`src/sv/btp_ram.sv`:
```
// generic single write port ram with registered read
// no dependencies
module btp_ram #(
    parameter int WIDTH = 64,
    parameter int DEPTH = 64
) (
    input  logic                     clk,
    input  logic                     we,
    input  logic [$clog2(DEPTH)-1:0] waddr,
    input  logic [WIDTH-1:0]         wdata,
    input  logic [$clog2(DEPTH)-1:0] raddr,
    output logic [WIDTH-1:0]         rdata
);

    logic [WIDTH-1:0] mem [DEPTH];

    // write and registered read
    always_ff @(posedge clk)
    begin
        if (we)
        begin
            mem[waddr] <= wdata;
        end
        rdata <= mem[raddr];
    end

endmodule

```
`config.mk`:
```
export PLATFORM = sky130hd
export DESIGN_NAME = btp_ram
export DESIGN_NICKNAME = d
export VERILOG_FILES = /design/src/sv/btp_ram.sv
export SDC_FILE = /design/constraint.sdc
export NUM_CORES = 2
export LEC_CHECK = 0
export BUFFER_PORTS_ARGS = -buffer_cell sky130_fd_sc_hd__buf_2
export CORE_UTILIZATION = 55
export DETAILED_ROUTE_END_ITERATION = 6
export PLACE_DENSITY = 0.74
export SLEW_MARGIN = 15
export SYNTH_ARGS = -nofsm -noshare
export SYNTH_HDL_FRONTEND = slang
export SYNTH_SLANG_ARGS = --single-unit
```
`constraint.sdc`:
```
create_clock -name clk -period 6 [get_ports clk]
set_clock_uncertainty 0.05 [all_clocks]
set_input_delay 0.3 -clock clk [delete_from_list [all_inputs] [get_ports clk]]
set_output_delay 0.3 -clock clk [all_outputs]
set_load 0.02 [all_outputs]
```
# ---- Yosys cells after proc, flatten, opt, wreduce, memory -nomap -nowiden
# Memory sizes are Yosys's and may differ from the RTL's. A register that Yosys moved wholly into a read port is not among the register bits.
# Index checks and enable logic that the tools add are counted.
# W data, S select, Z words.
dict set report word_totals {
  wordCells 3
  ramBits 4096
  mem_count 1
  out_inout_bits 64
  in_bits 78
  ff_bits 0
}
dict set report classes {
  muxes 2
}
# memory depth word_bits rd rd_clocked_by_memory_dff write_ports line_no
set mem_list {}
lappend mem_list {mem 64 64 1 1 1 15} ;# logic [WIDTH-1:0] mem [DEPTH];
# operator count
set ops {}
lappend ops {{$mux W1} 2}

# ---- Depth between registers and ports, before layout
dict set report logic_depth {
  word_depth 2
  ltp_mapped 9
  mapped_depth_nobuf 5
}

# ---- Least setup slack after synthesis
# Ideal clock, no wire load.
dict set report synth_timing {
  path_type {input-to-reg}
  startpoint {input port waddr[3]}
  endpoint {memory mem[48][0], enable pin}
  setup_ps 564
  arrival_ps 5172
  cell_stages 4
  path_slack_ps 214
  t_required_ps 5386
  n_path_buf 1
  cell_sequence {clkbuf_1 -> nor2b_1 -> nand4b_1 -> nor3_1}
}
# item line_no
set synth_rtl {}
lappend synth_rtl {{from (decl)} 9} ;# input logic [$clog2(DEPTH)-1:0] waddr,
lappend synth_rtl {{to (decl)} 15}
# No word-level cell before the write port.

# ---- Final worst setup path
dict set report layout_timing {
  startpoint {input port waddr[2]}
  endpoint {memory mem[63][34], enable pin}
}
# No word-level cell before the write port.

==> metrics.log <==
[metrics] Flop pwr share: 53.2%
[metrics] clk buf depth: 4
[metrics] sequential fraction of the synthesis area: 79.5%
[metrics] data required time at the worst endpoint: 6.50 ns
[metrics] Worst setup EP type: flop
[metrics] count of input and output buffers: 141
[metrics] total global routing overflow: 0
[metrics] headroom to the max-slew limit: 15.9%
[metrics] cts repair resizes: 0
[metrics] number of antenna violations at the first check in global routing: 32
[metrics] net switching power: 12.7 mW
[metrics] crit path kind: in -> reg
[metrics] clock buffer count from CTS: 393
[metrics] max_cap viols: 0
[metrics] Net Sw Frac: 20.9%
[metrics] placed standard-cell area: 163000 um2
[metrics] register clock-pin slew on the reported worst setup and hold paths: 0.06 ns
[metrics] Post-synth EDFFs: 4096
[metrics] number of distinct library cells after synthesis: 33
[metrics] RSZ-0062 raised after global routing: no
[metrics] primary flip-flop cell chosen by synthesis mapping: sky130_fd_sc_hd__edfxtp_1
[metrics] horizontal die dimension: 535 um
[metrics] DP HPWL: 216000 um
[metrics] fraction of power consumed by the clock network: 42.2%
[metrics] height of the chip: 535 um
[metrics] run status: finished, final reports clean
[metrics] net count of the finished layout: 7077
[metrics] post-route antenna net violation count: 0
[metrics] DRT Pass-1 Iters: 6
[metrics] routed wire length: 409000 um
[metrics] maximum number of pins on one net before global-route repair: 104
[metrics] Synth top area share: 78.7%
[metrics] count of pins on the block boundary: 142
[metrics] leading cell types by count after synthesis: 4096 x sky130_fd_sc_hd__edfxtp_1, 1024 x sky130_fd_sc_hd__mux4_2, 170 x sky130_fd_sc_hd__buf_2
[metrics] count of final hold-check violations: 0
[metrics] cell type with the largest total area after synthesis: sky130_fd_sc_hd__edfxtp_1
[metrics] Worst Tran Pin Value: 1.26 ns
[metrics] area of the die: 286000 um2
[metrics] count of H-tree levels built during CTS: 5
[metrics] Post-Synthesis Cells: 6598
[metrics] post-route cell area: 176000 um2
[metrics] effective utilization at floorplan: 55.3%
[metrics] number of clock sinks: 4160
[metrics] Power Internal: 48.1 mW
[metrics] summed negative setup slack over all endpoints: 0 ns
[metrics] critical path fanouts, max: 47
[metrics] fraction of layout instances using a drive strength above 1: 28.4%
[metrics] number of nets in the synthesized netlist: 6676
[metrics] final critical-path required period: 3.26 ns
[metrics] source-to-sink clock delay at the later pin of the worst-skew pair: 0.93 ns
[metrics] vias: 76399
[metrics] Syn-to-layout area delta: 12.7%
[metrics] maximum ir drop on the vdd rail: 0.365 mV
[metrics] number of warnings printed during yosys synthesis: 0
[metrics] Worst setup SP type: input port
[metrics] summed instance area of the synthesized netlist: 156000 um2
[metrics] part of the total power dissipated in combinational logic: 4.6%
[metrics] power per standard cell area: 345 nW/um2
[metrics] final setup fails: 0
[metrics] routed via count divided by cell count: 6.89
[metrics] first-pass GRT wire length: 575000 um
[metrics] class of the most critical hold timing path: in -> reg
[metrics] buffers inserted during post-CTS setup optimization: 0
[metrics] via count of the first global-routing pass: 76912
[metrics] FFs w/ async S/R, synth: 0%
[metrics] total of flip-flops plus latches after synthesis: 4160
[metrics] Starting DRT DRC Count: 11075
[metrics] area of the core region: 283000 um2
[metrics] cell types occupying the most area after synthesis: sky130_fd_sc_hd__edfxtp_1 79%, sky130_fd_sc_hd__mux4_2 15%, sky130_fd_sc_hd__mux2i_1 0.86%
[metrics] mean routed wirelength per cell: 36.9 um
[metrics] endpoint arrival time on the critical path: 3.76 ns
[metrics] Routability Congestion: 0.827
[metrics] root buffer selected by CTS: sky130_fd_sc_hd__clkbuf_16
[metrics] count of unresolved DRC violations after routing: 0
[metrics] number of buffers inserted by hold repair at cts: 7
[metrics] fill cell count: 18101
[metrics] smallest setup slack after layout: 2.74 ns
[metrics] synthesized area per cell: 23.7 um2
[metrics] Max Transition Viols Final: 0
[metrics] final worst path period share: 54.3%
[metrics] CTS tree: yes
[metrics] number of cell rows: 195
[metrics] fmax: 0.307 GHz
[metrics] Lkg Pwr: 55.0 nW
[metrics] most repeated cell in the gate-level netlist after synthesis: sky130_fd_sc_hd__edfxtp_1
[metrics] post-placement setup slack: 2.15 ns
[metrics] total global routing track utilization: 28.7%
==> stage by stage <==
stage                     utilization (%)  total power, mW  hold WS (ns)  std cells
final                                62.4             60.8        0.0562      11089
after global routing                 62.4             62.1        0.0619      11079
after CTS                            62.3             61.0        0.0106      11057
after detailed placement             57.6             35.7         0.672      10326
after global placement               57.6             35.7         0.669      10326
after floorplan                         -             34.4         0.349       6598
==> flip-flops by register name, summed over array words and instances (netlist names) <==
register  flops
rdata        64
mem        4096
==> cells in the final DEF (no fill, tap or decap), types with 18 or more instances in the layout <==
cell                            instances
sky130_fd_sc_hd__a41oi_1               26
sky130_fd_sc_hd__dlygate4sd3_1         19
sky130_fd_sc_hd__mux4_2              1024
sky130_fd_sc_hd__clkinv_1              66
sky130_fd_sc_hd__nand2_1               56
sky130_fd_sc_hd__or3_1                 29
sky130_fd_sc_hd__diode_2               18
sky130_fd_sc_hd__bufinv_16             58
sky130_fd_sc_hd__nand3_1               45
sky130_fd_sc_hd__nor2b_1               24
sky130_fd_sc_hd__or2_2                 28
sky130_fd_sc_hd__a211oi_1              63
sky130_fd_sc_hd__o221ai_1              38
sky130_fd_sc_hd__buf_4                186
sky130_fd_sc_hd__a22oi_1              168
sky130_fd_sc_hd__o22ai_1               83
sky130_fd_sc_hd__clkbuf_16            398
sky130_fd_sc_hd__inv_1                 19
sky130_fd_sc_hd__dfxtp_1               64
sky130_fd_sc_hd__nor2_1                47
sky130_fd_sc_hd__a2bb2oi_1             19
sky130_fd_sc_hd__edfxtp_1            4096
sky130_fd_sc_hd__mux2i_1              135
sky130_fd_sc_hd__a31oi_1               18
sky130_fd_sc_hd__buf_2                128
sky130_fd_sc_hd__a22o_1                88
sky130_fd_sc_hd__clkbuf_1              65
sky130_fd_sc_hd__buf_12                41
sky130_fd_sc_hd__clkinv_2              78
sky130_fd_sc_hd__and3_1                64
sky130_fd_sc_hd__nor2_4                65
==> worst max-delay path, cell delays in order <==
cell and delay, ns:
sky130_fd_sc_hd__dlygate4sd3_1 0.62, sky130_fd_sc_hd__buf_2 0.27, sky130_fd_sc_hd__nand4_1 0.72, sky130_fd_sc_hd__nor2_4 1.24
sky130_fd_sc_hd__buf_12 0.46
==> path summary, 6_finish.rpt <==
path	to	depth (start not counted)	slack, ns	startpoint
worst min register to register	rdata[62]	4	0.82	mem[46][62]
worst max-delay path	mem[63][34]	5	2.74	waddr[2]
worst max register to register	rdata[62]	5	3.57	mem[11][62]
worst min-delay path	mem[13][49]	2	0.06	wdata[49]
==> power by group through the flow <==
stage / registers (mW) / logic (mW) / clock network (mW)
floorplan: 32.9 / 1.50 / 0
global placement: 32.9 / 2.72 / 0
detailed placement: 33.0 / 2.78 / 0
CTS: 32.3 / 2.81 / 25.8
global route: 32.3 / 2.95 / 26.8
finish: 32.3 / 2.82 / 25.6
==> cell families (layout without fill, tap and decap cells) <==
kind of cell           after synthesis  count (layout)  share of synthesized area (%)
AO/OA/AOI/OAI                      504             504                           2.48
AND/OR/NAND/NOR                    386             386                           1.24
multiplexers                      1159            1159                           15.6
buffers and inverters              389            1119                           1.18
flip-flops                        4160            4160                           79.5
other                                0              18                              0
==> final cells by class <==
type,count,area (um2),area share (%)
Antenna cell,18,45.0,0.0256
Clock buffer,480,10400,5.92
Clock inverter,244,2850,1.62
Inverter,19,71.3,0.0405
Multi-Input combinational cell,2049,30800,17.5
Sequential cell,4160,124000,70.5
Tap cell,3743,4680,2.66
Timing Repair Buffer,376,3080,1.75
==> layer usage <==
| metal | global-route usage (%) | part of all wire [%] | up-vias |
|---|---|---|---|
| met5 | 0 | 0.031 | - |
| met4 | 13.0 | 5.0 | 18 |
| met1 | 38.5 | 35 | 40436 |
| li1 | - | - | 29285 |
| met3 | 6.19 | 12 | 1009 |
| met2 | 45.8 | 48 | 5651 |
Note: power is estimated with default switching activity, not from simulation.
